[src/rtl/sync_header_packet_deframer_macros.svh]
// Assertion helpers for the deframer RTL.
`ifndef SYNC_HEADER_PACKET_DEFRAMER_MACROS_SVH
`define SYNC_HEADER_PACKET_DEFRAMER_MACROS_SVH

// Same-cycle implication, held off during reset.
`define SHPD_ASSERT_IMPL(label, clk, rst_n, ante, cons) \
    label: assert property (@(posedge clk) disable iff (!rst_n) (ante) |-> (cons)) \
        else $error("shpd assertion failed");

// Next-cycle implication, held off during reset.
`define SHPD_ASSERT_NEXT(label, clk, rst_n, ante, cons) \
    label: assert property (@(posedge clk) disable iff (!rst_n) (ante) |=> (cons)) \
        else $error("shpd assertion failed");

`endif

[src/rtl/shpd_pkg.sv]
package shpd_pkg;

    localparam int COUNT_W = 17;
    localparam logic [COUNT_W-1:0] COUNT_MAX = '1;
    localparam logic [COUNT_W-1:0] MIN_FRAME_BYTES = 17'd8;
    localparam logic [COUNT_W-1:0] HDR_BYTES = 17'd7;
    localparam logic [COUNT_W-1:0] WINDOW_OFS = 17'd6;

    localparam logic [5:0] SYNC_PATTERN_RST = 6'd0;
    localparam logic [7:0] TOL_ERR_RST = 8'hAB;

    // fault codes
    localparam logic [1:0] FAULT_NONE   = 2'd0;
    localparam logic [1:0] FAULT_FORMAT = 2'd1;
    localparam logic [1:0] FAULT_LENGTH = 2'd2;

    // header byte positions
    localparam logic [2:0] POS_SYNC   = 3'd0;
    localparam logic [2:0] POS_ID_HI  = 3'd1;
    localparam logic [2:0] POS_ID_LO  = 3'd2;
    localparam logic [2:0] POS_OPCODE = 3'd3;
    localparam logic [2:0] POS_LEN_HI = 3'd4;
    localparam logic [2:0] POS_LEN_LO = 3'd5;
    localparam logic [2:0] POS_ERROR  = 3'd6;

    // result kinds
    localparam logic KIND_PAYLOAD = 1'b0;
    localparam logic KIND_SUMMARY = 1'b1;

    // decoupling queue
    localparam int Q_DEPTH = 4;
    localparam int Q_AW = 2;
    localparam logic [Q_AW:0] Q_DEPTH_C = 3'd4;

    // APB
    localparam int APB_AW = 3;
    localparam int APB_DW = 32;
    localparam logic [APB_AW-1:0] ADDR_SYNC_PATTERN = 3'd0;
    localparam logic [APB_AW-1:0] ADDR_TOL_ERR = 3'd4;

    localparam int ODATA_W = 80;

    typedef struct packed {
        logic [5:0] sync_pattern;
        logic [7:0] tolerated_error_code;
    } t_cfg;

    typedef struct packed {
        logic [1:0]  dest_code;
        logic [15:0] packet_id;
        logic [7:0]  opcode_value;
        logic [15:0] payload_length;
        logic [7:0]  device_error;
        logic [15:0] crc_value;
        logic [1:0]  fault_code;
        logic        frame_ok;
    } t_summary;

    typedef struct packed {
        logic       has_pay;
        logic       has_sum;
        logic [7:0] pay_byte;
        t_summary   summary;
    } t_entry;

    // first member sits highest; tdata packs payload_byte in the low bits
    typedef struct packed {
        logic        frame_ok;
        logic [1:0]  fault_code;
        logic [15:0] crc_value;
        logic [7:0]  device_error;
        logic [15:0] payload_length;
        logic [7:0]  opcode_value;
        logic [15:0] packet_id;
        logic [1:0]  dest_code;
        logic [7:0]  payload_byte;
    } t_odata;

endpackage

[src/rtl/shpd_front.sv]
module shpd_front (
    input  logic                 i_clk,
    input  logic                 i_rst_n,
    input  shpd_pkg::t_cfg       i_cfg,
    input  logic                 i_accept,
    input  logic [7:0]           i_data_byte,
    input  logic                 i_frame_end,
    output logic                 o_push,
    output shpd_pkg::t_entry     o_entry
);

    logic [shpd_pkg::COUNT_W-1:0] r_count, n_count;
    logic [7:0]  r_sync, n_sync;
    logic [15:0] r_id, n_id;
    logic [7:0]  r_opcode, n_opcode;
    logic [15:0] r_length, n_length;
    logic [7:0]  r_error, n_error;
    logic [15:0] r_crc, n_crc;

    logic in_header;
    logic in_window;
    logic sync_ok_cur;
    logic sync_ok_new;
    logic fault_fmt;
    logic fault_len;
    logic [1:0] fault;
    logic [shpd_pkg::COUNT_W-1:0] win_end;
    shpd_pkg::t_summary summ;

    assign in_header   = r_count < shpd_pkg::HDR_BYTES;
    assign win_end     = {1'b0, r_length} + shpd_pkg::WINDOW_OFS;
    assign in_window   = !in_header && (r_count < win_end);
    assign sync_ok_cur = r_sync[7:2] == i_cfg.sync_pattern;

    // field captures for this byte
    always_comb begin
        n_sync   = r_sync;
        n_id     = r_id;
        n_opcode = r_opcode;
        n_length = r_length;
        n_error  = r_error;
        n_crc    = r_crc;
        if (in_header) begin
            unique case (r_count[2:0])
                shpd_pkg::POS_SYNC:   n_sync = i_data_byte;
                shpd_pkg::POS_ID_HI:  n_id = {i_data_byte, 8'h00};
                shpd_pkg::POS_ID_LO:  n_id = {r_id[15:8], i_data_byte};
                shpd_pkg::POS_OPCODE: n_opcode = i_data_byte;
                shpd_pkg::POS_LEN_HI: n_length = {i_data_byte, 8'h00};
                shpd_pkg::POS_LEN_LO: n_length = {r_length[15:8], i_data_byte};
                shpd_pkg::POS_ERROR:  n_error = i_data_byte;
                default:              n_error = r_error;
            endcase
        end else if (!in_window) begin
            n_crc = {r_crc[7:0], i_data_byte};
        end
        n_count = (r_count == shpd_pkg::COUNT_MAX) ? r_count
                : r_count + {{(shpd_pkg::COUNT_W-1){1'b0}}, 1'b1};
    end

    // frame summary from the updated state
    assign sync_ok_new = n_sync[7:2] == i_cfg.sync_pattern;
    assign fault_fmt   = (n_count < shpd_pkg::MIN_FRAME_BYTES) || !sync_ok_new;
    assign fault_len   = ((n_count - shpd_pkg::MIN_FRAME_BYTES) != {1'b0, n_length})
                      || (n_length == 16'd0);

    always_comb begin
        priority if (fault_fmt) begin
            fault = shpd_pkg::FAULT_FORMAT;
        end else if (fault_len) begin
            fault = shpd_pkg::FAULT_LENGTH;
        end else begin
            fault = shpd_pkg::FAULT_NONE;
        end
        summ = '0;
        summ.fault_code = fault;
        if (fault != shpd_pkg::FAULT_FORMAT) begin
            summ.dest_code    = n_sync[1:0];
            summ.packet_id    = n_id;
            summ.opcode_value = n_opcode;
        end
        if (fault == shpd_pkg::FAULT_NONE) begin
            summ.payload_length = n_length - 16'd1;
            summ.device_error   = n_error;
            summ.crc_value      = n_crc;
            summ.frame_ok       = (n_error == 8'd0)
                               || (n_error == i_cfg.tolerated_error_code);
        end
    end

    assign o_entry.has_pay  = in_window && sync_ok_cur;
    assign o_entry.has_sum  = i_frame_end;
    assign o_entry.pay_byte = i_data_byte;
    assign o_entry.summary  = summ;
    assign o_push = i_accept && (o_entry.has_pay || o_entry.has_sum);

    always_ff @(posedge i_clk) begin
        if (!i_rst_n || (i_accept && i_frame_end)) begin
            r_count  <= '0;
            r_sync   <= '0;
            r_id     <= '0;
            r_opcode <= '0;
            r_length <= '0;
            r_error  <= '0;
            r_crc    <= '0;
        end else if (i_accept) begin
            r_count  <= n_count;
            r_sync   <= n_sync;
            r_id     <= n_id;
            r_opcode <= n_opcode;
            r_length <= n_length;
            r_error  <= n_error;
            r_crc    <= n_crc;
        end
    end

endmodule

[src/rtl/shpd_queue.sv]
`include "sync_header_packet_deframer_macros.svh"

module shpd_queue (
    input  logic                 i_clk,
    input  logic                 i_rst_n,
    input  logic                 i_push,
    input  shpd_pkg::t_entry     i_entry,
    input  logic                 i_pop,
    output logic                 o_full,
    output logic                 o_empty,
    output shpd_pkg::t_entry     o_head
);

    shpd_pkg::t_entry r_mem [shpd_pkg::Q_DEPTH];
    logic [shpd_pkg::Q_AW-1:0] r_wr_ptr, r_rd_ptr;
    logic [shpd_pkg::Q_AW:0]   r_count;
    logic [shpd_pkg::Q_AW-1:0] ptr_gap;

    assign o_full  = r_count == shpd_pkg::Q_DEPTH_C;
    assign o_empty = r_count == '0;
    assign o_head  = r_mem[r_rd_ptr];
    assign ptr_gap = r_wr_ptr - r_rd_ptr;

    always_ff @(posedge i_clk) begin
        if (i_push) begin
            r_mem[r_wr_ptr] <= i_entry;
        end
    end

    always_ff @(posedge i_clk) begin
        if (!i_rst_n) begin
            r_wr_ptr <= '0;
            r_rd_ptr <= '0;
            r_count  <= '0;
        end else begin
            if (i_push) begin
                r_wr_ptr <= r_wr_ptr + {{(shpd_pkg::Q_AW-1){1'b0}}, 1'b1};
            end
            if (i_pop) begin
                r_rd_ptr <= r_rd_ptr + {{(shpd_pkg::Q_AW-1){1'b0}}, 1'b1};
            end
            if (i_push && !i_pop) begin
                r_count <= r_count + {{shpd_pkg::Q_AW{1'b0}}, 1'b1};
            end else if (i_pop && !i_push) begin
                r_count <= r_count - {{shpd_pkg::Q_AW{1'b0}}, 1'b1};
            end
        end
    end

    `SHPD_ASSERT_IMPL(a_no_overflow, i_clk, i_rst_n, i_push, !o_full)
    `SHPD_ASSERT_IMPL(a_no_underflow, i_clk, i_rst_n, i_pop, !o_empty)
    `SHPD_ASSERT_IMPL(a_ptr_count, i_clk, i_rst_n, 1'b1, ptr_gap == r_count[shpd_pkg::Q_AW-1:0])

endmodule

[src/rtl/shpd_back.sv]
module shpd_back (
    input  logic                 i_clk,
    input  logic                 i_rst_n,
    input  logic                 i_empty,
    input  shpd_pkg::t_entry     i_head,
    output logic                 o_pop,
    output logic                 o_valid,
    input  logic                 i_ready,
    output shpd_pkg::t_odata     o_data,
    output logic                 o_kind,
    output logic                 o_last
);

    logic r_valid;
    logic r_pay_done, n_pay_done;
    shpd_pkg::t_odata r_data, n_data;
    logic r_kind, n_kind;
    logic load;
    logic emit_pay;

    assign load     = !r_valid || i_ready;
    assign emit_pay = i_head.has_pay && !r_pay_done;

    // payload half goes first; summary half follows on the same entry
    always_comb begin
        n_data = '0;
        n_kind = shpd_pkg::KIND_SUMMARY;
        n_pay_done = r_pay_done;
        o_pop = 1'b0;
        if (emit_pay) begin
            n_data.payload_byte = i_head.pay_byte;
            n_kind = shpd_pkg::KIND_PAYLOAD;
        end else begin
            n_data.dest_code      = i_head.summary.dest_code;
            n_data.packet_id      = i_head.summary.packet_id;
            n_data.opcode_value   = i_head.summary.opcode_value;
            n_data.payload_length = i_head.summary.payload_length;
            n_data.device_error   = i_head.summary.device_error;
            n_data.crc_value      = i_head.summary.crc_value;
            n_data.fault_code     = i_head.summary.fault_code;
            n_data.frame_ok       = i_head.summary.frame_ok;
        end
        if (load && !i_empty) begin
            if (emit_pay && i_head.has_sum) begin
                n_pay_done = 1'b1;
            end else begin
                n_pay_done = 1'b0;
                o_pop = 1'b1;
            end
        end
    end

    always_ff @(posedge i_clk) begin
        if (!i_rst_n) begin
            r_valid    <= 1'b0;
            r_pay_done <= 1'b0;
        end else if (load) begin
            r_valid    <= !i_empty;
            r_pay_done <= n_pay_done;
        end
    end

    always_ff @(posedge i_clk) begin
        if (load && !i_empty) begin
            r_data <= n_data;
            r_kind <= n_kind;
        end
    end

    assign o_valid = r_valid;
    assign o_data  = r_data;
    assign o_kind  = r_kind;
    assign o_last  = r_kind;

endmodule

[src/rtl/sync_header_packet_deframer.sv]
// Sync-header packet deframer. Frame bytes enter on the s_ stream, one item per
// byte, s_tlast on the final byte. Layout: sync byte (top six bits must equal
// the sync_pattern register, low two bits give the destination), 16-bit
// big-endian packet id, opcode, 16-bit big-endian length, error byte,
// length-1 payload bytes, 16-bit big-endian CRC (captured, not checked).
// Payload bytes of a frame with a good sync byte come out as kind-0 items as
// they arrive; the final byte yields one kind-1 summary item (m_tlast high)
// with a fault code: 1 short frame or bad sync, 2 length mismatch or zero
// length. Rate: one input byte per clock while the queue is not full. The front
// end tracks position, captures header fields and writes at most one entry per
// byte into a 4-entry queue; the back end drains one result per cycle, unless
// m_tready stalls it, through a registered output. A frame whose final byte
// lies in the payload window emits two results for that byte, payload first.
// Each result passes through a queue entry and the output register. Registers:
// 0x0 sync_pattern (6 bits, reset 0), 0x4 tolerated_error_code (8 bits, reset
// 0xAB); write only while idle.
module sync_header_packet_deframer (
    input  logic                          i_clk,
    input  logic                          i_rst_n,
    // input stream
    input  logic                          s_tvalid,
    output logic                          s_tready,
    input  logic [7:0]                    s_tdata,   // [7:0] data_byte
    input  logic                          s_tlast,   // frame_end
    // output stream
    output logic                          m_tvalid,
    input  logic                          m_tready,
    // [7:0] payload_byte, [9:8] dest_code, [25:10] packet_id,
    // [33:26] opcode_value, [49:34] payload_length, [57:50] device_error,
    // [73:58] crc_value, [75:74] fault_code, [76] frame_ok, [79:77] zero
    output logic [shpd_pkg::ODATA_W-1:0]  m_tdata,
    output logic                          m_tuser,   // result_kind
    output logic                          m_tlast,   // is_last
    // APB config
    input  logic                          psel,
    input  logic                          penable,
    input  logic                          pwrite,
    input  logic [shpd_pkg::APB_AW-1:0]   paddr,
    input  logic [shpd_pkg::APB_DW-1:0]   pwdata,
    output logic [shpd_pkg::APB_DW-1:0]   prdata,
    output logic                          pready
);

    shpd_pkg::t_cfg   r_cfg;
    shpd_pkg::t_entry front_entry;
    shpd_pkg::t_entry q_head;
    shpd_pkg::t_odata back_data;
    logic in_accept;
    logic push;
    logic pop;
    logic q_full;
    logic q_empty;
    logic cfg_wr;

    // ---- config registers ----
    assign pready = 1'b1;
    assign cfg_wr = psel && penable && pwrite && pready;

    always_ff @(posedge i_clk) begin
        if (!i_rst_n) begin
            r_cfg.sync_pattern         <= shpd_pkg::SYNC_PATTERN_RST;
            r_cfg.tolerated_error_code <= shpd_pkg::TOL_ERR_RST;
        end else if (cfg_wr) begin
            // decode on the full byte address; other addresses land on nothing
            if (paddr == shpd_pkg::ADDR_SYNC_PATTERN) begin
                r_cfg.sync_pattern <= pwdata[5:0];
            end else if (paddr == shpd_pkg::ADDR_TOL_ERR) begin
                r_cfg.tolerated_error_code <= pwdata[7:0];
            end
        end
    end

    always_comb begin
        prdata = '0;
        if (paddr == shpd_pkg::ADDR_SYNC_PATTERN) begin
            prdata = {26'd0, r_cfg.sync_pattern};
        end else if (paddr == shpd_pkg::ADDR_TOL_ERR) begin
            prdata = {24'd0, r_cfg.tolerated_error_code};
        end
    end

    // ---- front: classify and capture ----
    // one slot of headroom is all the front needs; it writes at most one entry per accepted byte
    assign s_tready  = !q_full;
    assign in_accept = s_tvalid && s_tready;

    shpd_front u_front (
        .i_clk       (i_clk),
        .i_rst_n     (i_rst_n),
        .i_cfg       (r_cfg),
        .i_accept    (in_accept),
        .i_data_byte (s_tdata),
        .i_frame_end (s_tlast),
        .o_push      (push),
        .o_entry     (front_entry)
    );

    // ---- queue between front and back ----
    shpd_queue u_queue (
        .i_clk   (i_clk),
        .i_rst_n (i_rst_n),
        .i_push  (push),
        .i_entry (front_entry),
        .i_pop   (pop),
        .o_full  (q_full),
        .o_empty (q_empty),
        .o_head  (q_head)
    );

    // ---- back: expand entries into result items ----
    shpd_back u_back (
        .i_clk   (i_clk),
        .i_rst_n (i_rst_n),
        .i_empty (q_empty),
        .i_head  (q_head),
        .o_pop   (pop),
        .o_valid (m_tvalid),
        .i_ready (m_tready),
        .o_data  (back_data),
        .o_kind  (m_tuser),
        .o_last  (m_tlast)
    );

    assign m_tdata = {3'b000, back_data};

endmodule

[config.mk]
export PLATFORM = sky130hd
export DESIGN_NAME = sync_header_packet_deframer
export DESIGN_NICKNAME = d
export VERILOG_FILES = /design/src/rtl/shpd_pkg.sv /design/src/rtl/shpd_front.sv /design/src/rtl/shpd_queue.sv /design/src/rtl/shpd_back.sv /design/src/rtl/sync_header_packet_deframer.sv
export VERILOG_INCLUDE_DIRS = /design/src /design/src/rtl
export SDC_FILE = /design/constraint.sdc
export NUM_CORES = 1
export LEC_CHECK = 0
export BUFFER_PORTS_ARGS = -buffer_cell sky130_fd_sc_hd__buf_4
export CAP_MARGIN = 20
export CORE_MARGIN = 10
export CORE_UTILIZATION = 27
export DETAILED_ROUTE_END_ITERATION = 10
export HOLD_SLACK_MARGIN = 0.1
export SYNTH_ARGS = -nofsm -noshare
export SYNTH_HDL_FRONTEND = slang
export SYNTH_SLANG_ARGS = --single-unit
[constraint.sdc]
create_clock -name i_clk -period 8.5 [get_ports i_clk]
set_input_delay 0.425 -clock i_clk [delete_from_list [all_inputs] [get_ports i_clk]]
set_output_delay 0.425 -clock i_clk [all_outputs]
set_load 0.02 [all_outputs]
### Word level (Yosys, flattened, before mapping)

Memories as Yosys holds them, arrays and structs flattened. A register that Yosys moved wholly into a read port is not among the register bits.
Index checks and enable logic that the tools add are counted.

| word-level totals | value |
|---|---|
| flip-flop bits (word level) | 190 |
| memory bits (writable) | 316 |
| input bits | 51 |
| output and inout port bits | 117 |
| word-level logic and storage cells | 118 |
| memories | 1 |

| operators by class | value |
|---|---|
| add/subtract/negate cells | 8 |
| $lt $le $gt $ge | 3 |
| equality and inequality tests | 14 |
| multiplexer cells | 30 |
| bitwise operators | 1 |
| reduce and logical (&&, ||, !) cells | 37 |

Memory list:

| memory | depth | bits a word | read ports | clocked after memory_dff | write ports | line | source |
|---|---|---|---|---|---|---|---|
| u_queue.r_mem | 4 | 79 | 1 | 1 | 1 | shpd_queue.sv:14 | `shpd_pkg::t_entry r_mem [shpd_pkg::Q_DEPTH];` |

Operators by type and width:

| kind | number |
|---|---|
| $mux W16 | 4 |
| $mux W8 | 8 |
| $pmux W16 S2 | 2 |
| $mux W40 | 1 |
| $mux W26 | 1 |
| $add A16 B3 Y17 const B | 1 |
| $add A17 B1 Y17 const B | 1 |
| $eq A17 B17 Y1 const B | 1 |
| $lt A17 B17 Y1 | 1 |
| $lt A17 B3 Y1 const B | 1 |
| $lt A17 B4 Y1 const B | 1 |
| $mux W17 | 1 |
| $ne A17 B16 Y1 | 1 |
| $sub A17 B4 Y17 const B | 1 |
| $logic_not A16 Y1 | 1 |
| $sub A16 B1 Y16 const B | 1 |
| $eq A3 B3 Y1 const B | 5 |
| $eq A6 B6 Y1 | 2 |
| $logic_and A1 B1 Y1 | 12 |
| $logic_not A1 Y1 | 9 |
| $logic_not A3 Y1 | 3 |
| $eq A8 B8 Y1 | 1 |
| $logic_not A8 Y1 | 1 |
| $mux W2 | 4 |
| other kinds (14) | 29 |

### Depth between registers and ports, before layout

Gate-level depths: netlist (run 1).

| logic depth | value |
|---|---|
| word-level depth | 10 |
| gate-level depth with buffers | 19 |
| mapped depth without buffers | 19 |

### Cells and area by module

Synthesis (run 1) repeated with hierarchy kept, for this count alone.

| unflattened totals | value |
|---|---|
| cells, all modules | 1,782 |
| area, all modules | 23,814.1 um2 |

Modules (own cells, without submodules):

| module | instances | cells each | area an instance (um2) | sequential area each (um2) |
|---|---|---|---|---|
| shpd_queue | 1 | 456 | 11,827.6 | 9,669.3 |
| shpd_front | 1 | 1,035 | 7,840.0 | 1,781.7 |
| shpd_back | 1 | 174 | 3,144.3 | 2,382.3 |
| sync_header_packet_deframer | 1 | 117 | 1,002.2 | 280.3 |

### Worst setup path before layout (run 1)

No wires, ideal clock.

| timing | value |
|---|---|
| kind | input port to flip-flop |
| from | input port m_tready |
| to | register u_queue.r_count[2] in the netlist's numbering |
| library setup time | 76 ps |
| arrival | 6,043 ps |
| data required time | 8,424 ps |
| path slack | 2,382 ps |
| stages on the path | 9 |
| buffers on the path | 0 |
| cell sequence | inv_1 -> a21oi_1 -> nand2_1 -> ha_1 -> inv_1 -> fa_1 -> xor2_1 -> or3_1 -> a21boi_0 |

| between the ends | value |
|---|---|
| cells in the longest elaborated chain, start to end | 6 |
| elaborated cells on any way between the ends | 8 |
| classes of those cells | 2 x mux; 6 x reduce/logical |

RTL lines:

| element | line | source |
|---|---|---|
| start: declaration | sync_header_packet_deframer.sv:27 | `input logic m_tready,` |
| $logic_or A1 B1 Y1 (*) | shpd_back.sv:21 | `assign load = !r_valid \|\| i_ready;` |
| $logic_and A1 B1 Y1 (*) | shpd_back.sv:43 | `if (load && !i_empty) begin` |
| $mux W1 (*) | shpd_back.sv:43 |  |
| $logic_not A1 Y1 | shpd_queue.sv:42 | `if (i_push && !i_pop) begin` |
| $logic_and A1 B1 Y1 | shpd_queue.sv:42 |  |
| $mux W3 or $reduce_bool A2 Y1 (tied branches) | n/a |  |
| end signal: assignment | shpd_queue.sv:43 | `r_count <= r_count + {{shpd_pkg::Q_AW{1'b0}}, 1'b1};` |
| end signal: assignment | shpd_queue.sv:45 | `r_count <= r_count - {{shpd_pkg::Q_AW{1'b0}}, 1'b1};` |
| end: declaration | shpd_queue.sv:16 | `logic [shpd_pkg::Q_AW:0] r_count;` |

Every way passes the cells marked *; elsewhere a longest branch is shown, timed or not.
A chain may end at the register's enable or synchronous reset.

==> impl_metrics.yaml, run 1 <==
outcome:
  status: "completed"
floorplanning:
  die_h_um: 308
  io_pins: 168
  start_util_pct: 27.2
  row_count: 105
  die_w_um: 308
  design.die.area_um2: 94700
  fp.coreArea_um2: 82100
finish:
  area_growth_syn_to_layout_pct: 16.1
  n_antenna_cell: 0
  final_cell_area_um2: 26000
  nFillCells: 8099
  finalNetCount: 1815
  drive_gt1_share_pct: 18.4
yosys:
  synth_cell_type_count: 67
  synth-seq-area-share_pct: 63.1
  netlist_top_cells_count: "edfxtp_1, nor2_1, nand2_1"
  synthCells: 1655
  avgSynthCellArea_um2: 13.5
  ys_warn_count: 0
  synthDominantCellAreaShare_pct: 52.9
  ys_seq_elements: 508
  synth_area_um2: 22400
  synth_edf_count: 394
  synth_top_cell_by_area: "edfxtp_1"
  synth.most_common_cell: "edfxtp_1"
  async_reset_ff_share_pct: 0
  synthFlopType: "edfxtp_1"
  synthTopCellsByArea: "edfxtp_1, dfxtp_1, mux4_2"
worst_setup_path:
  crit_path_cell_trace: "ha_1 > and4_1 > nand3_1 > o21ai_0 > xor2_1 > ha_1 > o2111ai_1 > nor2_1 > xnor2_1 > nand3_1 > a2111oi_2 > nand3b_2 > buf_4 > nor2_1"
  worst_ep_required_time_ns: 8.86
  r2r_end: "u_queue.r_mem[0][42]$_DFFE_PP_"
  regToRegStartpoint: "u_front.r_count[0]$_SDFFE_PP0P_"
  cp-start-kind: "register"
  reg2reg_depth: 14
  worstPathArrival_ns: 5.43
  worstSetupPathType: "reg2reg"
  slowest_stage: "and4_1"
  cp_slowest_stage_delay_ns: 0.62
  cp-end-kind: "register"
  path_max_fanout: 41
  r2r_slack_ns: 3.43
worst_hold_path:
  min_path_cells: 3
  min_path_type: "in2reg"
  min_to: "r_cfg[10]$_SDFFE_PN0P_"
  worstHoldStart: "pwdata[2]"
clock_network:
  cts_buffers: 49
  clock-root-buffer: "clkbuf_16"
  clkSinkCount: 508
  clk_path_buf_depth: 3
  tritoncts: "yes"
  clkLatencyLatePin_ns: 0.58
  cts_resized: 0
  clkTransAtPathRegs_ns: 0.07
  h-tree-depth: 2
power_and_ir_drop:
  power_mw: 7.53
  irDropWorstVdd_mv: 0.161
  leakage_nw: 8.63
  power-per-cell-area_nw_per_um2: 290
routing:
  drc: 0
  dr_wl_met3_mm: 2.99
  vias_per_cell: 4.72
  ant_nets: 0
  route.met2.wl_mm: 26.9
  post_drt_wl_per_cell_um: 19.0
  via_count: 13400
  finalWirelength_mm: 54.1
  drt_pre_antenna_iters: 5
  drt-met1-wl_mm: 22.6
  drtIter0Drc: 951
  highest_layer: "met5"
placed_design:
  place_worst_setup_slack_ns: 3.48
  routabilityCongestion: 0.847
  dpl.hpwl_mm: 35.5
  io_buffers: 115
  dpl_cell_area_um2: 24100
grt:
  grt_start_max_net_pins: 90
  grt_pass1_wl_mm: 84.0
  grt_usage_pct: 11.2
  grt_pass1_vias: 14000
  antenna_found_initial: 6
  overflow: 0
sta:
  setup_violations: 0
  tightest_slew_ns: 1.06
  period_needed_ns: 5.07
  maxSlewViolCount: 0
  rsz0062_at_grt: "no"
  maxSlewHeadroom_pct: 29.6
  post-route-period-util_pct: 59.6
  hold_violations: 0
  skew_ns: 0.0327
  setup_ws_ns: 3.43
  tns_ns: 0
  max_freq_ghz: 0.197
run:
  drv_cap: 0
==> critical path, delay by kind of cell (launching register included) <==
kind,cells,cell delay (ns)
xor+xnor,2,0.44
compound gates,3,1.14
buf+inv,1,0.33
simple gates,6,1.83
fa+ha+maj,2,0.55
flops,1,0.56
==> flip-flops by register name, indices dropped and copies added, names as in the netlist, 3 cells and up, named ones only <==
register,count
r_cfg,14
u_front.r_count,17
u_queue.r_mem,316
u_front.r_error,8
u_front.r_crc,16
u_front.r_length,16
u_back.o_data,77
u_front.r_opcode,8
u_front.r_id,16
u_queue.r_count,3
u_front.r_sync,8
==> cell families (layout without fill, tap and decap cells) <==
| logic type | after synthesis | after routing | share of synthesized area, % |
|---|---|---|---|
| AND/OR/NAND/NOR | 532 | 532 | 11.7 |
| flip-flops | 508 | 508 | 63.1 |
| AO/OA/AOI/OAI | 204 | 204 | 5.95 |
| buffers and inverters | 152 | 246 | 3.37 |
| multiplexers | 141 | 141 | 10.7 |
| XOR/XNOR | 86 | 86 | 3.40 |
| adder cells (fa/ha/maj) | 30 | 30 | 1.71 |
| other | 2 | 28 | 0.0336 |
==> area by class of cell <==
class	instances	area, um^2	share of cell area (%)
Clock buffer	62	1360	5.23
Clock inverter	30	399	1.54
Inverter	15	56.3	0.217
Multi-Input combinational cell	1021	7620	29.4
Sequential cell	508	14100	54.4
Tap cell	1070	1340	5.16
Timing Repair Buffer	139	1060	4.10
==> layout by cell type, fill, tap and decap left out, types with 5 or more instances in the layout <==
cell type and n:
nand2b_1 5, or2_2 7, nand2_1 133, bufinv_16 8, nor3_1 20, and3_1 14
a22o_1 12, nor2_2 8, xor2_1 34, a211oi_1 11, clkbuf_16 52, ha_1 29
nor4_1 10, mux4_2 79, clkinvlp_4 5, a21oi_1 76, conb_1 28, mux2i_1 60
xnor2_1 51, and4_1 9, nor2b_1 84, buf_4 131, edfxtp_1 394, clkinv_2 8
a21o_1 9, o21ai_0 28, and2_1 21, dfxtp_1 112, nand4_1 17, dlygate4sd3_1 8
a22oi_1 35, clkbuf_1 8, nand3_1 32, nor2_1 148, inv_1 14, or3_1 7
==> metal layers <==
layer  up-vias  global-route usage [%]
met2       322                    19.8
met4        12                    3.59
met1      6782                    13.6
met3        97                    2.21
li1       6222                       -
met5         -                       0
==> through the flow <==
stage | utilization (%) | hold slack, ns | instances
after floorplan | - | 0.436 | 1681
after global placement | 29.4 | 0.441 | 2744
after detailed placement | 29.4 | 0.447 | 2744
after CTS | 31.6 | 0.132 | 2844
after global routing | 31.6 | 0.161 | 2845
final | 31.6 | 0.157 | 2845
==> worst max path at each step <==
stage                                 endpoint  cells after the start  slack (ns)                             from
2_1_floorplan  u_queue.r_count[2]$_SDFFE_PN0P_                      9        2.38                         m_tready
3_3_place_gp    u_queue.r_mem[0][36]$_DFFE_PP_                     14        3.47  u_front.r_count[0]$_SDFFE_PP0P_
3_5_place_dp    u_queue.r_mem[0][15]$_DFFE_PP_                     14        3.48  u_front.r_count[0]$_SDFFE_PP0P_
4_1_cts         u_queue.r_mem[3][15]$_DFFE_PP_                     14        3.45  u_front.r_count[0]$_SDFFE_PP0P_
5_1_grt          u_queue.r_mem[1][6]$_DFFE_PP_                     14        2.89  u_front.r_count[0]$_SDFFE_PP0P_
6_report        u_queue.r_mem[0][42]$_DFFE_PP_                     14        3.43  u_front.r_count[0]$_SDFFE_PP0P_
==> report_power, final <==
group / internal, mW / leakage [nW] / total (mW) / switching [mW]
clock network: 1.39 / 0.847 / 2.35 / 0.961
registers: 3.13 / 4.43 / 3.30 / 0.172
logic: 0.760 / 3.35 / 1.87 / 1.11
total: 5.28 / 8.63 / 7.53 / 2.25
==> timing repair <==
| action | 4_1_cts | 5_1_grt |
|---|---|---|
| endpoints found under the hold margin | 14 | 0 |
| buffers inserted | 0 | 0 |
| hold buffers | 8 | 0 |
Power figures use the tool's default switching activity.
==> inputs of run 2 (changes only) <==
clock period = 4.7 ns   (was 8.5 ns; I/O delays follow)
==> run 2 against run 1 <==
Net effect: design area rose by 1.7%; die area unchanged; register-to-register slack worse by 3.1 ns; sequential share of layout area shrank 0.91 points; fmax is 17% higher; worst hold slack better by 0.00070 ns; combinational power rose by 88%; sequential power increased by 79%; clock-buffer cell count increased by 9.
==> impl_metrics.yaml, run 2 (synthesis results as in run 1) <==
routing:
  drc: 0
  drt-met1-wl_mm: 23.0
  finalWirelength_mm: 54.4
  via_count: 13700
  drtIter0Drc: 882
  dr_wl_met3_mm: 2.83
  post_drt_wl_per_cell_um: 18.8
  highest_layer: "met5"
  drt_pre_antenna_iters: 5
  vias_per_cell: 4.71
  ant_nets: 0
  route.met2.wl_mm: 27.3
sta:
  hold_violations: 0
  maxSlewViolCount: 0
  setup_violations: 0
  skew_ns: 0.0287
  timing.hold.ws_ns: 0.158
  tightest_slew_ns: 1.06
  max_freq_ghz: 0.230
  tns_ns: 0
  period_needed_ns: 4.35
  post-route-period-util_pct: 92.5
  rsz0062_at_grt: "no"
  setup_ws_ns: 0.351
  maxSlewHeadroom_pct: 29.3
worst_setup_path:
  worstSetupPathType: "reg2reg"
  r2r_end: "u_queue.r_count[2]$_SDFFE_PN0P_"
  cp-end-kind: "register"
  worstPathArrival_ns: 4.86
  crit_start: "u_front.r_length[3]$_SDFFE_PP0P_"
  reg2reg_depth: 18
  path_max_fanout: 9
  worst_ep_required_time_ns: 5.22
  regToRegStartpoint: "u_front.r_length[3]$_SDFFE_PP0P_"
  slowest_stage: "dfxtp_1"
  r2r_slack_ns: 0.35
  cp-start-kind: "register"
  crit_path_cell_trace: "nand4_1 > nor2_1 > nand4_1 > xor2_1 > ha_1 > a21o_1 > a21o_1 > a21oi_1 > o21ai_0 > a21oi_1 > o211a_2 > o21a_2 > ha_1 > inv_1 > fa_1 > xor2_1 > or3_1 > a21boi_0"
  setup.worst_path.end: "u_queue.r_count[2]$_SDFFE_PN0P_"
  cp_slowest_stage_delay_ns: 0.49
clock_network:
  cts_buffers: 51
  h-tree-depth: 2
  clkLatencyLatePin_ns: 0.60
  tritoncts: "yes"
  post-cts-setup-buffers: 0
  clkTransAtPathRegs_ns: 0.06
  clk_path_buf_depth: 3
  clock-root-buffer: "clkbuf_16"
  clkSinkCount: 508
floorplanning:
  start_util_pct: 27.2
  die_h_um: 308
  design.die.area_um2: 94700
  fp.coreArea_um2: 82100
  die_w_um: 308
  row_count: 105
  io_pins: 168
placed_design:
  io_buffers: 115
  routabilityCongestion: 0.858
  dpl.hpwl_mm: 36.1
  dpl_cell_area_um2: 24400
  place_worst_setup_slack_ns: 0.334
finish:
  final_common_cell: "edfxtp_1"
  drive_gt1_share_pct: 19.9
  largest_register_ffs: 316
  max_flop_register: "u_queue.r_mem"
  layout_common_cells: "edfxtp_1, buf_4, nor2_1"
  finalNetCount: 1865
  final_cell_area_um2: 26400
  final_util_pct: 32.2
  area_growth_syn_to_layout_pct: 18.1
power_and_ir_drop:
  internal_power_mw: 9.47
  netSwitchingPower_mw: 4.01
  irDropWorstVdd_mv: 0.279
  combinationalPowerShare_pct: 26.1
  leakage_nw: 8.86
  power-per-cell-area_nw_per_um2: 511
  switching_share_pct: 29.8
  p_seq_share_pct: 43.8
  clkPwrFrac_pct: 30.1
outcome:
  status: "completed"
grt:
  antenna_found_initial: 5
  grt_pass1_wl_mm: 83.7
  grt_usage_pct: 11.3
  overflow: 0
  grt_pass1_vias: 14000
  grt_start_max_net_pins: 90
worst_hold_path:
  min_path_type: "in2reg"
run:
  drv_cap: 0
-- run 2: cell types whose count changed in the layout (fill, tap and decap cells not counted), sizes merged, moves of 2 or more --
cell and delta:
clkbuf +9, clkinvlp -2, dlygate4sd3 +17, inv +3, bufinv -5, buf +31
-- run 2: metal layers --
metal / vias to the layer above / global-route usage (%)
met5: - / 0
met4: 8 / 3.46
met3: 86 / 2.34
met2: 364 / 19.4
met1: 6873 / 13.9
li1: 6322 / -
-- run 2: how the worst min path moves through the flow --
stage / startpoint / endpoint / slack (ns) / depth (start not counted)
finish: s_tvalid / u_front.r_length[2]$_SDFFE_PP0P_ / 0.16 / 4
global route: s_tvalid / u_front.r_length[2]$_SDFFE_PP0P_ / 0.13 / 4
CTS: s_tvalid / u_front.r_length[2]$_SDFFE_PP0P_ / 0.12 / 4
detailed placement: u_front.r_sync[1]$_SDFFE_PP0P_ / u_front.r_sync[1]$_SDFFE_PP0P_ / 0.45 / 2
global placement: u_front.r_crc[8]$_SDFFE_PP0P_ / u_front.r_crc[8]$_SDFFE_PP0P_ / 0.44 / 2
floorplan: s_tdata[0] / u_queue.r_mem[0][69]$_DFFE_PP_ / 0.33 / 0
-- run 2: area by class of cell --
type                    instances  area, um^2
diodes                          1        2.50
inverters                      15        56.3
clock inverters                25         226
fillers                      8059       55700
well taps                    1070        1340
clock buffers                  71        1470
repair buffers                187        1550
flip-flops and latches        508       14100
multi-input cells            1021        7630
-- run 2: worst max-delay path: cells and delay by family, from the launching register on --
family                   cells  cell delay, ns
AO/OA/AOI/OAI                8            1.56
AND/OR/NAND/NOR              4            0.92
adder cells (fa/ha/maj)      3            0.90
flip-flops                   1            0.49
XOR/XNOR                     2            0.35
buffers and inverters        1            0.06
-- run 2: power groups by stage --
stage / combinational [mW] / sequential [mW] / clock, mW
2_1_floorplan: 1.84 / 6.42 / 0
3_3_place_gp: 3.58 / 6.00 / 0
3_5_place_dp: 3.62 / 6.01 / 0
4_1_cts: 3.64 / 5.92 / 4.17
5_1_grt: 3.85 / 5.97 / 4.36
6_report: 3.52 / 5.90 / 4.06
-- run 2: per-stage QoR --
step / instances / power [mW]
after floorplan: 1681 / 8.26
after global placement: 2776 / 9.58
after detailed placement: 2776 / 9.62
after CTS: 2897 / 13.7
after global routing: 2897 / 14.2
final: 2898 / 13.5
-- run 2: repair_timing --
action	in CTS	in global routing
endpoints found under the setup margin	0	1
gates resized for setup	0	3
hold buffers	25	0
endpoints found under the hold margin	92	0
==> inputs of run 3 (changes only) <==
ABC_AREA = 1   (was not set)
CORE_UTILIZATION = 47   (was 27)
GPL_ROUTABILITY_DRIVEN = 0   (was not set)
==> run 3 against run 2 <==
Net effect: global-route usage grew 8.6 points; cell count increased by 12%; register-to-register slack better by 0.12 ns; combinational power is 65% higher; largest power group unchanged; worst hold slack worse by 0.022 ns; clock skew fell by 0.0045 ns.
==> impl_metrics.yaml, run 3 <==
floorplanning:
  design.die.area_um2: 58400
  start_util_pct: 47.4
  die_h_um: 242
  fp.coreArea_um2: 48700
  row_count: 81
  die_w_um: 242
  io_pins: 168
yosys:
  synth_top_cell_by_area: "edfxtp_1"
  synthDominantCellAreaShare_pct: 51.2
  avgSynthCellArea_um2: 9.66
  netlist_top_cells_count: "edfxtp_1, nand2_1, nor2_1"
  ys_seq_elements: 508
  synth_cell_type_count: 43
  async_reset_ff_share_pct: 0
  synth_area_um2: 23100
  synthFlopType: "edfxtp_1"
  synth.most_common_cell: "edfxtp_1"
  ys_warn_count: 0
  synth_edf_count: 394
  synth-seq-area-share_pct: 61.1
  synthTopCellsByArea: "edfxtp_1, dfxtp_1, o21ai_0"
  synthCells: 2393
placed_design:
  io_buffers: 115
  dpl.hpwl_mm: 38.4
  dp.cells: 3121
clock_network:
  clock-root-buffer: "clkbuf_16"
  clkLatencyLatePin_ns: 0.61
  clkSinkCount: 508
  h-tree-depth: 2
  clk_path_buf_depth: 3
  tritoncts: "yes"
  cts_buffers: 53
  clkTransAtPathRegs_ns: 0.06
worst_setup_path:
  worstSetupPathType: "reg2reg"
  worstPathArrival_ns: 4.53
  reg2reg_depth: 18
  crit_path_cell_trace: "inv_1 > ha_1 > nor3_2 > nand3_1 > nor2_1 > nand2_1 > nor2_1 > nand4_1 > nor3_1 > xor2_1 > ha_1 > nand2_1 > nor2_1 > a211oi_2 > nand4_1 > buf_4 > a21boi_4 > buf_4"
  slowest_stage: "a21boi_4"
  cp-start-kind: "register"
  regToRegStartpoint: "u_front.r_length[1]$_SDFFE_PP0P_"
  r2r_slack_ns: 0.48
  r2r_end: "u_queue.r_mem[3][61]$_DFFE_PP_"
  cpMostUsedCell: "nor2_1"
  cp_slowest_stage_delay_ns: 0.63
  critPathBufInv: 3
  cp-end-kind: "register"
  path_max_fanout: 10
  worst_ep_required_time_ns: 5.00
  cp_top_family: "simple AND/OR/NAND/NOR gates"
finish:
  final_common_cell: "edfxtp_1"
  n_antenna_cell: 0
  final-seq-area_um2: 14100
  max_flop_register: "u_queue.r_mem"
  largest_register_ffs: 316
  nFillCells: 4272
  layout_common_cells: "edfxtp_1, nand2_1, nor2_1"
  drive_gt1_share_pct: 12.5
  final_util_pct: 55.7
  multiInputGateArea_um2: 7480
  area_growth_syn_to_layout_pct: 17.6
  stdcell_count: 3251
  finalNetCount: 2623
routing:
  drt_pre_antenna_iters: 5
  via_count: 17100
  drc: 0
  ant_nets: 0
  finalWirelength_mm: 59.3
  drtIter0Drc: 1382
  post_drt_wl_per_cell_um: 18.2
  vias_per_cell: 5.27
power_and_ir_drop:
  irDropWorstVdd_mv: 0.312
  clkPwrFrac_pct: 26.9
  power-per-cell-area_nw_per_um2: 615
  leakage_nw: 11.2
  combinationalPowerShare_pct: 34.7
  switching_share_pct: 36.3
  netSwitchingPower_mw: 6.07
  internal_power_mw: 10.6
  p_seq_share_pct: 38.3
grt:
  antenna_found_initial: 0
  use_met2_pct: 33.7
  grt_usage_pct: 19.9
  grtUsageMet1_pct: 25.5
  met3_usage_pct: 3.35
  grt_pass1_wl_mm: 93.2
  grt_busiest_layer: "met2"
  grt_start_max_net_pins: 105
  grt_pass1_vias: 16600
  overflow: 0
sta:
  max_freq_ghz: 0.237
  setup_violations: 0
  skew_ns: 0.0242
  maxSlewHeadroom_pct: 28.5
  timing.hold.ws_ns: 0.136
  rsz0062_at_grt: "no"
  tns_ns: 0
  hold_violations: 0
  maxSlewViolCount: 0
  period_needed_ns: 4.22
  tightest_slew_ns: 1.07
  post-route-period-util_pct: 89.9
worst_hold_path:
  min_to: "u_front.r_count[8]$_SDFFE_PP0P_"
  min_path_cells: 7
  worstHoldStart: "s_tvalid"
  min_path_type: "in2reg"
run:
  drv_cap: 0
outcome:
  status: "completed"
[run 3: cells by family (layout without fill, tap and decap cells)]
family          after synthesis  in the layout  share of synthesized area [%]
fa+ha+maj                    30             30                           1.66
xor+xnor                     44             44                           1.70
flops                       508            508                           61.1
compound gates              498            498                           11.5
buf+inv                     404            572                           7.35
other cells                   2             28                         0.0325
mux                           8              8                          0.347
simple gates                899            899                           16.3
[run 3: what timing repair did]
item / 4_1_cts / 5_1_grt
setup endpoints to repair: 0 / 17
hold endpoints to repair: 64 / 0
hold buffers: 27 / 0
setup buffers: 0 / 2
gates resized for setup: 0 / 1
[run 3: metrics by stage]
step / power (mW) / area [um^2] / setup WS (ns)
2_1_floorplan: 10.2 / 23300 / -0.843
3_3_place_gp: 12.2 / 24900 / 0.442
3_5_place_dp: 12.3 / 25000 / 0.443
4_1_cts: 16.8 / 27100 / 0.411
5_1_grt: 17.7 / 27200 / 0.0660
6_report: 16.7 / 27200 / 0.475
[run 3: worst reg2reg max path: stages, from the launching register on]
cell	delay, ns
dfxtp_1	0.36
inv_1	0.10
ha_1	0.25
nor3_2	0.25
nand3_1	0.15
nor2_1	0.13
nand2_1	0.09
nor2_1	0.16
nand4_1	0.15
nor3_1	0.22
xor2_1	0.21
ha_1	0.26
nand2_1	0.08
nor2_1	0.05
a211oi_2	0.17
nand4_1	0.10
buf_4	0.20
a21boi_4	0.63
buf_4	0.35
[run 3: final cells by class]
cell class	count	share of cell area, %
Clock inverter	37	1.79
Sequential cell	508	52.0
Clock buffer	63	5.13
Timing Repair Buffer	207	6.87
Tap cell	664	3.06
Inverter	265	3.67
Multi-Input combinational cell	1507	27.5
[run 3: worst max path at each step]
stage | start | end | cells past startpoint
floorplan | u_front.r_length[1]$_SDFFE_PP0P_ | u_queue.r_mem[2][0]$_DFFE_PP_ | 16
global placement | u_front.r_length[1]$_SDFFE_PP0P_ | u_queue.r_mem[3][74]$_DFFE_PP_ | 18
detailed placement | u_front.r_length[1]$_SDFFE_PP0P_ | u_queue.r_mem[3][61]$_DFFE_PP_ | 18
CTS | u_front.r_length[1]$_SDFFE_PP0P_ | u_queue.r_mem[3][72]$_DFFE_PP_ | 18
global route | u_front.r_length[3]$_SDFFE_PP0P_ | u_queue.r_count[2]$_SDFFE_PN0P_ | 27
finish | u_front.r_length[1]$_SDFFE_PP0P_ | u_queue.r_mem[3][61]$_DFFE_PP_ | 18
[run 3: power groups by stage]
| stage | logic [mW] | clock network, mW | registers [mW] |
|---|---|---|---|
| finish | 5.80 | 4.50 | 6.40 |
| global route | 6.48 | 4.78 | 6.49 |
| CTS | 5.86 | 4.58 | 6.41 |
| detailed placement | 5.82 | 0 | 6.50 |
| global placement | 5.73 | 0 | 6.47 |
| floorplan | 3.27 | 0 | 6.90 |
[run 3: per-layer routing]
| metal | vias to the layer above | share of wire, % |
|---|---|---|
| li1 | 8354 | - |
| met1 | 8229 | 43 |
| met2 | 440 | 49 |
| met3 | 102 | 5.7 |
| met4 | 0 | 2.8 |
| met5 | - | 0 |
